<file path="config.mk">
export PLATFORM = sky130hd
export DESIGN_NAME = bpp_queue
export DESIGN_NICKNAME = d
export VERILOG_FILES = /design/src/rtl/bpp_pkg.sv /design/src/rtl/bpp_queue.sv
export SDC_FILE = /design/constraint.sdc
export NUM_CORES = 1
export LEC_CHECK = 0
export BUFFER_PORTS_ARGS = -buffer_cell sky130_fd_sc_hd__buf_2
export CORE_AREA = 2 2 427 429
export CTS_CLUSTER_DIAMETER = 100
export DETAILED_ROUTE_END_ITERATION = 10
export DIE_AREA = 0 0 429 431
export PLACE_DENSITY_LB_ADDON = 0.15
export SLEW_MARGIN = 20
export SYNTH_ARGS = -nofsm -noshare
export SYNTH_HDL_FRONTEND = slang
export SYNTH_SLANG_ARGS = --single-unit
</file>
<file path="constraint.sdc">
create_clock -name clk -period 23.7 [get_ports clk]
set_input_delay 2.37 -clock clk [delete_from_list [all_inputs] [get_ports clk]]
set_output_delay 2.37 -clock clk [all_outputs]
set_load 0.01 [all_outputs]
</file>
<file path="src/rtl/bpp_pkg.sv">
// shared types, constants and fixed-point helpers of the boris particle push core
package bpp_pkg;

	localparam int FRAC = 16;
	localparam int CELL_QW = 10;
	localparam int SDIV_QW = 16;
	localparam logic [63:0] TAN_Q32 = 64'd1779033704;
	localparam logic [31:0] TAN_LIM = 32'(((TAN_Q32 >> (31 - FRAC)) + 64'd1) >> 1);

	localparam logic [2:0] CFG_K     = 3'd0;
	localparam logic [2:0] CFG_DT    = 3'd1;
	localparam logic [2:0] CFG_H     = 3'd2;
	localparam logic [2:0] CFG_XMAX  = 3'd3;
	localparam logic [2:0] CFG_YMAX  = 3'd4;
	localparam logic [2:0] CFG_MODES = 3'd5;
	localparam logic [2:0] CFG_HALF  = 3'd6;

	localparam logic [2:0] ST_OK   = 3'd0;
	localparam logic [2:0] ST_GONE = 3'd1;
	localparam logic [2:0] ST_ROT  = 3'd2;
	localparam logic [2:0] ST_CFL  = 3'd3;
	localparam logic [2:0] ST_MOVE = 3'd4;

	localparam logic [1:0] BND_PERIODIC = 2'd0;
	localparam logic [1:0] BND_OPEN     = 2'd1;

	typedef logic signed [31:0] word_t;

	typedef enum logic [1:0] {MV_OK, MV_GONE, MV_SKIP} mv_code_t;

	typedef struct packed {
		mv_code_t r;
		logic [30:0] np;
		word_t v;
	} mv_t;

	typedef struct packed {
		word_t k;
		logic [30:0] dt;
		logic [30:0] h;
		logic [30:0] xmax;
		logic [30:0] ymax;
		logic [7:0] modes;
		logic half;
	} cfg_t;

	typedef struct packed {
		word_t [2:0] v;
		word_t [2:0] e;
		word_t [2:0] b;
		logic [30:0] px;
		logic [30:0] py;
	} in_t;

	typedef struct packed {
		word_t [2:0] v;
		word_t [2:0] e;
		word_t [2:0] b;
		word_t [2:0] t;
		word_t [2:0] kick;
		logic [30:0] px;
		logic [30:0] py;
		logic rot;
	} fq_t;

	typedef struct packed {
		word_t [2:0] vel;
		logic [30:0] px;
		logic [30:0] py;
		logic [9:0] col;
		logic [9:0] row;
		logic [2:0] st;
		logic warn;
	} res_t;

	function automatic word_t sat64(input logic signed [63:0] x);
		if (x > 64'sd2147483647) return 32'sh7FFFFFFF;
		else if (x < -64'sd2147483648) return 32'sh80000000;
		else return x[31:0];
	endfunction

	// round to nearest, ties up, then saturate
	function automatic word_t fmul(input word_t a, input word_t b);
		logic signed [63:0] p;
		p = 64'(a) * 64'(b);
		p = p + 64'sd32768;
		p = p >>> FRAC;
		return sat64(p);
	endfunction

	function automatic word_t fadd(input word_t a, input word_t b);
		logic signed [32:0] s;
		s = 33'(a) + 33'(b);
		return sat64(64'(s));
	endfunction

	function automatic word_t fsub(input word_t a, input word_t b);
		logic signed [32:0] s;
		s = 33'(a) - 33'(b);
		return sat64(64'(s));
	endfunction

	function automatic logic signed [47:0] mul_raw(input logic [30:0] dt, input word_t v);
		logic signed [63:0] p;
		p = $signed({33'b0, dt}) * 64'(v);
		p = p + 64'sd32768;
		p = p >>> FRAC;
		return p[47:0];
	endfunction

	function automatic logic [31:0] abs_w(input word_t v);
		return v[31] ? (32'd0 - v) : v;
	endfunction

	function automatic word_t neg_sat(input word_t v);
		return (v == 32'sh80000000) ? 32'sh7FFFFFFF : -v;
	endfunction

	function automatic mv_t move_axis(input logic signed [49:0] x, input logic [40:0] lo,
		input logic [30:0] h, input logic [30:0] lim, input logic [1:0] ml,
		input logic [1:0] mr, input word_t v);
		mv_t m;
		logic signed [49:0] lo_s;
		logic signed [49:0] h_s;
		logic signed [49:0] lim_s;
		logic signed [49:0] y;
		lo_s = $signed({9'b0, lo});
		h_s = $signed({19'b0, h});
		lim_s = $signed({19'b0, lim});
		m.r = MV_OK;
		m.v = v;
		y = x;
		if ((x <= lo_s - h_s) || (x >= lo_s + h_s + h_s)) begin
			m.r = MV_SKIP;
		end else if (x < 0) begin
			case (ml)
				BND_PERIODIC: y = x + lim_s;
				BND_OPEN: m.r = MV_GONE;
				default: begin
					y = -x;
					m.v = neg_sat(v);
				end
			endcase
		end else if (x > lim_s) begin
			case (mr)
				BND_PERIODIC: y = x - lim_s;
				BND_OPEN: m.r = MV_GONE;
				default: begin
					y = lim_s + lim_s - x;
					m.v = neg_sat(v);
				end
			endcase
		end
		if (y < 0) y = 0;
		if (y > lim_s) y = lim_s;
		m.np = y[30:0];
		return m;
	endfunction

endpackage

</file>
<file path="src/rtl/bpp_queue.sv">
// two-entry queue between front end and back end
module bpp_queue
	import bpp_pkg::*;
(
	input  logic clk,
	input  logic arst_n,
	input  logic push,
	input  fq_t  push_item,
	output logic full,
	output logic pop,
	output fq_t  pop_item
);

	fq_t mem_q [2];
	logic wr_ptr_q;
	logic rd_ptr_q;
	logic [1:0] cnt_q;

	assign full = (cnt_q == 2'd2);
	// the back end never stalls, so every waiting entry leaves at once
	assign pop = (cnt_q != 2'd0);
	assign pop_item = mem_q[rd_ptr_q];

	always_ff @(posedge clk or negedge arst_n) begin
		if (!arst_n) begin
			wr_ptr_q <= 1'b0;
			rd_ptr_q <= 1'b0;
			cnt_q <= 2'd0;
		end else begin
			if (push) wr_ptr_q <= !wr_ptr_q;
			if (pop) rd_ptr_q <= !rd_ptr_q;
			cnt_q <= cnt_q + 2'(push) - 2'(pop);
		end
	end

	always_ff @(posedge clk) begin
		if (push) begin
			mem_q[wr_ptr_q] <= push_item;
		end
	end

`ifndef NO_ASSERTIONS
	a_no_overflow: assert property (@(posedge clk) disable iff (!arst_n)
		full |-> !push) else $error("queue written while full");
	a_cnt_range: assert property (@(posedge clk) disable iff (!arst_n)
		cnt_q != 2'd3) else $error("queue count out of range");
	a_pop_drains: assert property (@(posedge clk) disable iff (!arst_n)
		(cnt_q == 2'd1 && !push) |=> cnt_q == 2'd0) else $error("queue entry not drained");
`endif

endmodule

</file>
==> run summary, run 1 <==
### Timing
- **Setup Total Neg Slack** 0 ns
- **final setup violation count** 0
- **Tcrit/Tclk final** 30.88%
- **final max-slew violation count** 0
- **worst slew margin relative to its limit** 24.64%
- **setup skew after layout** 0.02531 ns
- **Final min period** 7.318 ns
- **unrepaired setup endpoints after global routing** false
- **transition at the pin with the smallest max-transition slack** 1.130 ns
- **Fin. Hold Viols** 0
- **maximum clock frequency** 136.6 MHz

### Floorplanning
- **Core ar.** 180200 µm²
- **width of the die** 429 µm
- **standard-cell rows** 156
- **die outline height** 431 µm
- **overall die area** 184900 µm²
- **io pins** 1091
- **starting utilization of the core area** 22.16%

### Drt
- **DRC** 0
- **detailed-route wire length** 125000 µm
- **Vias** 20970
- **Initial DRC Count** 1000
- **post-route antenna net violation count** 0
- **length of the first detailed-routing pass in iterations** 6
- **vias per std cell** 3.905
- **detailed-route wire length per cell** 23.27 µm

### GRT
- **antenna violations before repair** 95
- **via count of the first global-routing pass** 21530
- **pin count of the biggest net entering global routing** 138
- **Total GRT Usage** 12.98%
- **total grt overflow** 0
- **first-pass GRT wire length** 168500 µm

### Cells and area
- **post-synthesis to final-layout area growth** 30.81%
- **share of final-layout standard cells stronger than drive strength 1** 61.06%
- **post-route insts no fill** 5371
- **design area** 52230 µm²
- **nets@finish** 3435

### Clock tree
- **CTS sink cnt** 1090
- **Post-CTS Resized** 0
- **Skew-Pair Late Insertion Delay** 0.75 ns
- **number of CTS-inserted buffers** 133
- **maximum buffer depth of the clock tree** 3
- **Hold-fix buffers, CTS** 0
- **post-CTS setup-driven buffer insertion count** 0
- **CTS tree** done
- **number of levels in the clock H-tree** 4
- **clock transition at the registers of the reported paths** 0.05 ns
- **clock root buffer** clkbuf_16

### Critical path
- **worst r2r path cells** 5
- **Worst Path Buf+Inv** 4
- **longest individual stage delay on the worst path** 0.91 ns
- **data arrival time of the critical path** 4.95 ns
- **largest driver fanout on the critical path** 73
- **most numerous cell on the critical path** buf_4
- **critical register-to-register path startpoint** wr_ptr_q
- **Reg2Reg Setup Slack** 19.08 ns
- **slowest CP cell** buf_4
- **Critical Setup Path Class** reg2out
- **startpoint class of the critical path** flip-flop
- **Setup crit end kind** output port
- **cell family with most CP delay** buffers and inverters
- **cells along the critical path** buf_4 -> buf_4 -> buf_4 -> mux2_2 -> buf_2
- **critical path data required time** 21.33 ns
- **Setup crit start** rd_ptr_q
- **capture instance of the worst register-to-register path** mem_q[0][320]

### Pwr
- **share of power burned in combinational logic** 29.6%
- **highest ir drop seen on vdd** 108.2 µV
- **Clock power frac** 29.3%
- **standby leakage power** 19.47 nW
- **Pint** 0.004473 W
- **net switching share of the total power** 30.53%
- **total power density per cell area** 123.3 nW/µm²
- **net switching component of the power** 0.001966 W
- **Flop pwr share** 41.1%

### Logic synthesis
- **Netlist cell types** 13
- **post-synthesis cell type with the largest combined area** edfxtp_1
- **synthesized net count** 2251
- **Post-Synthesis Mean Instance Area** 23.43 µm²
- **most numerous cell types in the synthesized netlist** 1086 x edfxtp_1, 383 x mux2_2, 160 x mux2_4
- **cell with the most instances after synthesis** edfxtp_1
- **post-synthesis async set-or-reset flop share** 0.3670%
- **fraction of the yosys area taken by sequential cells** 81.93%
- **Syn Std Cell Area** 39920 µm²
- **ranking of synthesized cells by area** edfxtp_1 82%, mux2_2 11%, mux2_4 6.0%, buf_6 0.54%, buf_2 0.53%
- **EDFF count, synth** 1086
- **Synth Warn #** 0
- **fraction of synthesized cell area taken by the top area cell type** 81.68%
- **count of mapped cells out of synthesis** 1704
- **number of synthesized register bits** 1090
- **most instantiated flip-flop cell in the synthesis netlist** edfxtp_1

### Place
- **final estimated routing congestion in global placement** 0.8227
- **number of placed instances with taps included** 5123
- **estimated wirelength of the detail-placed design** 89450 µm
- **Post-Place Cell Area** 48150 µm²
- **number of buffers inserted by port buffering** 1090

### Status
- **outcome** complete, no violations

### Hold path
- **hold path startpoint** wr_ptr_q
- **hold path cells** 1
- **Hold/Removal Path Class** reg2reg
- **worst-case hold path end point** wr_ptr_q

### Run
- **max-cap viol count** 0

cell families after synthesis:
kind of cell	count (synthesis)	synth area share [%]
xor gates and xnor gates	3	0.06582
adders and majority gates	1	0.03133
buffers and inverters	61	1.062
DFF	1090	81.93
muxes	543	16.82
and+or+nand+nor	6	0.08777
layout make-up:
class / instances / area, µm²
flip-flops and latches: 1090 / 32720
diodes: 12 / 30.03
multi-input cells: 553 / 6799
repair buffers: 1110 / 5675
clock inverters: 53 / 375.4
fillers: 18140 / 127900
well taps: 2370 / 2965
clock buffers: 183 / 3665
worst max path at each step:
stage / to / slack (ns) / cells after the start
2_1_floorplan: mem_q[0][0] / 6.76 / 1
3_3_place_gp: mem_q[0][500] / 16.67 / 6
3_5_place_dp: mem_q[0][2] / 16.67 / 6
4_1_cts: pop_item[539] / 16.09 / 5
5_1_grt: pop_item[539] / 15.98 / 5
6_report: pop_item[539] / 16.38 / 5
placed cells by master (no fill, tap or decap):
cell type	Yosys	routed
nand2_1	1	1
buf_4	0	13
clkbuf_1	0	43
clkinv_4	0	2
clkinv_8	0	5
bufinv_16	0	2
xnor2_1	1	1
edfxtp_1	1086	1086
inv_6	0	6
clkbuf_16	0	140
clkinv_2	0	11
clkinvlp_4	0	2
mux2_2	383	383
dfrtp_1	4	3
buf_12	0	5
xor2_1	2	2
buf_2	42	1090
nor2b_1	3	2
diode_2	0	12
or2_2	1	1
buf_6	19	2
and2_4	0	1
dfrtp_4	0	1
clkinv_1	0	25
mux2_4	160	160
nor2b_4	0	1
ha_1	1	1
per-layer routing:
metal	track usage [%]	share of wire [%]
met1	13.71	36
met2	24.09	54
met3	4.770	7.0
met4	3.412	2.5
met5	0	0.27
power by group through the flow:
stage	sequential (W)	combinational, W	clock (W)
global route	0.00268	0.00203	0.00203
global placement	0.00269	0.00198	0
detailed placement	0.00269	0.00197	0
finish	0.00265	0.00190	0.00189
CTS	0.00265	0.00198	0.00197
floorplan	0.00288	0.00115	0
metrics by stage:
stage / hold slack, ns / setup WS (ns) / total power, W / utilization, %
after floorplan: 0.4731 / 6.763 / 0.004027 / -
after global placement: 0.5366 / 16.67 / 0.004672 / 26.73
after detailed placement: 0.5355 / 16.67 / 0.004663 / 26.73
after CTS: 0.5457 / 16.09 / 0.006598 / 28.97
after global routing: 0.5762 / 15.98 / 0.006741 / 28.98
final: 0.5472 / 16.38 / 0.006439 / 28.99
sequential cells by signal (all words and copies together) (netlist names):
signal / count
cnt_q: 2
mem_q: 1086
rd_ptr_q: 1
wr_ptr_q: 1
(Power assumes the default switching activity.)
==> run 2, diff against run 1 <==
==> constraint.sdc (replaced) <==
create_clock -name clk -period 6.6 [get_ports clk]
set_input_delay 0.66 -clock clk [delete_from_list [all_inputs] [get_ports clk]]
set_output_delay 0.66 -clock clk [all_outputs]
set_load 0.01 [all_outputs]
==> run summary, run 2 (synthesized netlist as in run 1, its figures left out) <==
### Clock tree
- **Skew-Pair Late Insertion Delay** 0.77 ns, +0.02 ns
- **Post-CTS Resized** 0, unchanged
- **CTS tree** done
- **clock transition at the registers of the reported paths** 0.06 ns, about the same
- **CTS sink cnt** 1090, unchanged
- **Hold-fix buffers, CTS** 83, +83
- **maximum buffer depth of the clock tree** 3, unchanged
- **number of levels in the clock H-tree** 4, unchanged
- **post-CTS setup-driven buffer insertion count** 0, unchanged
- **number of CTS-inserted buffers** 132, -0.75%
- **clock root buffer** clkbuf_16

### Floorplanning
- **width of the die** 429 µm, unchanged
- **Core ar.** 180200 µm², unchanged
- **die outline height** 431 µm, unchanged
- **starting utilization of the core area** 22.16%, unchanged
- **standard-cell rows** 156, unchanged
- **io pins** 1091, unchanged
- **overall die area** 184900 µm², unchanged

### Pwr
- **total power density per cell area** 436.4 nW/µm², +250%
- **standby leakage power** 19.91 nW, +2.3%
- **net switching component of the power** 0.007102 W, +260%
- **Pint** 0.01612 W, +260%
- **share of power burned in combinational logic** 29.9%, +0.3 points
- **highest ir drop seen on vdd** 244.3 µV, +130%
- **Flop pwr share** 40.9%, -0.2 points
- **Clock power frac** 29.2%, about the same
- **net switching share of the total power** 30.58%, +0.049 points

### Timing
- **Final min period** 3.752 ns
- **Tcrit/Tclk final** 56.85%
- **final worst-path setup slack** 2.848 ns, -13.53 ns
- **final max-slew violation count** 0, unchanged
- **final setup violation count** 0, unchanged
- **worst slew margin relative to its limit** 34.32%, +9.7 points
- **transition at the pin with the smallest max-transition slack** 0.9852 ns, -0.1451 ns
- **hold slack** 0.09167 ns, -0.4555 ns
- **setup skew after layout** 0.03573 ns, +0.01042 ns
- **Fin. Hold Viols** 0, unchanged
- **maximum clock frequency** 266.5 MHz
- **Setup Total Neg Slack** 0 ns, unchanged
- **unrepaired setup endpoints after global routing** false

### Critical path
- **largest driver fanout on the critical path** 135, +85%
- **Critical Setup Path Class** reg2out
- **Reg2Reg Setup Slack** 4.24 ns, -14.84 ns
- **cell family with most CP delay** flip-flops
- **cells along the critical path** buf_12 -> mux2_2 -> buf_2
- **Worst Path Buf+Inv** 2, -2
- **longest individual stage delay on the worst path** 0.88 ns, -0.03 ns
- **critical path data required time** 5.94 ns, -15.39 ns
- **critical register-to-register path startpoint** wr_ptr_q
- **number of logic stages on the critical path including buffering** 3, -2
- **data arrival time of the critical path** 3.09 ns, -1.86 ns
- **capture instance of the worst register-to-register path** mem_q[0][107]
- **slowest CP cell** dfrtp_4
- **worst r2r path cells** 3, -2
- **startpoint class of the critical path** flip-flop
- **Setup crit end kind** output port
- **termination of the worst setup path** pop_item[119]
- **Setup crit start** rd_ptr_q

### Drt
- **Initial DRC Count** 1025, +2.5%
- **post-route antenna net violation count** 0, unchanged
- **detailed-route wire length per cell** 23.39 µm, +0.50%
- **met1 wire length** 47430 µm, +4.8%
- **highest routed layer** met5
- **DRC** 0, unchanged
- **detailed-route wire length** 128000 µm, +2.4%
- **vias per std cell** 3.899, -0.16%
- **met3 routed WL** 9176 µm, +5.2%
- **total met2 wirelength after detailed routing** 67270 µm, -0.35%
- **length of the first detailed-routing pass in iterations** 5, -1
- **Vias** 21330, +1.7%

### Run
- **max-cap viol count** 0, unchanged

### Place
- **worst setup slack before clock tree synthesis** 3.572 ns, -13.10 ns
- **final estimated routing congestion in global placement** 0.8090, -1.7%
- **estimated wirelength of the detail-placed design** 94050 µm, +5.1%
- **number of buffers inserted by port buffering** 1090, unchanged

### Cells and area
- **post-synthesis to final-layout area growth** 33.29%
- **nets@finish** 3531, +2.8%
- **biggest regs** mem_q x1086, cnt_q x2
- **share of final-layout standard cells stronger than drive strength 1** 59.79%, -1.3 points
- **most common cell after layout, fill and taps aside** buf_2
- **most used cells in the layout excluding fill and tap cells** 1090 x buf_2, 1086 x edfxtp_1, 383 x mux2_2
- **Most flops, register** mem_q
- **final core utilization** 29.54%, +0.55 points
- **flip-flop count of the largest register after layout** 1086, unchanged

### GRT
- **total grt overflow** 0, unchanged
- **first-pass GRT wire length** 173700 µm, +3.1%
- **Total GRT Usage** 13.32%, +0.35 points
- **pin count of the biggest net entering global routing** 142, +2.9%
- **antenna violations before repair** 88, -7.4%
- **via count of the first global-routing pass** 22020, +2.3%

### Status
- **outcome** complete, no violations

### Hold path
- **Hold/Removal Path Class** in2reg

-- run 2: changes by cell type in the layout (fill, tap and decap cells not counted), moves of 5 or more --
cell,delta
dlygate4sd3_1,+83
clkbuf_1,-12
buf_4,+12
clkinv_1,+5
clkinv_2,+7
diode_2,+5
-- run 2: power groups by stage --
stage	clock network (W)	logic (W)	registers [W]
finish	0.00679	0.00694	0.00950
global route	0.00730	0.00738	0.00962
CTS	0.00706	0.00717	0.00952
detailed placement	0	0.00710	0.00966
global placement	0	0.00714	0.00966
floorplan	0	0.00413	0.00992
-- run 2: cell type report --
cell class,instances,area [µm²]
timing repair buffer,1207,6654
antenna,17,42.54
tap,2370,2965
sequential,1090,32720
multi-input combinational,553,6799
clock buffer,169,3570
clock inverter,65,471.7
fill,18050,126900
-- run 2: worst reg2reg max path: stages (launching register included) --
cell,delay (ns)
dfrtp_1,0.42
nor2b_4,0.49
buf_12,0.34
buf_4,0.69
-- run 2: worst min path at each step --
stage                        start       endpoint  slack (ns)  depth (start not counted)
finish              push_item[300]  mem_q[1][300]        0.09                          1
global route        push_item[522]  mem_q[1][522]        0.02                          1
CTS                 push_item[522]  mem_q[1][522]     0.00008                          1
floorplan                   arst_n       cnt_q[0]        0.36                          0
detailed placement          arst_n       rd_ptr_q        0.47                          1
global placement            arst_n       cnt_q[1]        0.48                          1
-- run 2: through the flow --
step,instance area (µm²),total power [W],instances
floorplan,39930,0.01404,1704
global placement,48300,0.01680,5137
detailed placement,48300,0.01676,5137
CTS,53170,0.02375,5454
global route,53190,0.02430,5462
finish,53220,0.02323,5471
-- run 2: routing by layer --
| layer | GRT usage, % | up-vias |
|---|---|---|
| met5 | 0 | - |
| met4 | 4.258 | 42 |
| met3 | 4.863 | 294 |
| met2 | 23.97 | 740 |
| met1 | 14.46 | 10810 |
| li1 | - | 9445 |
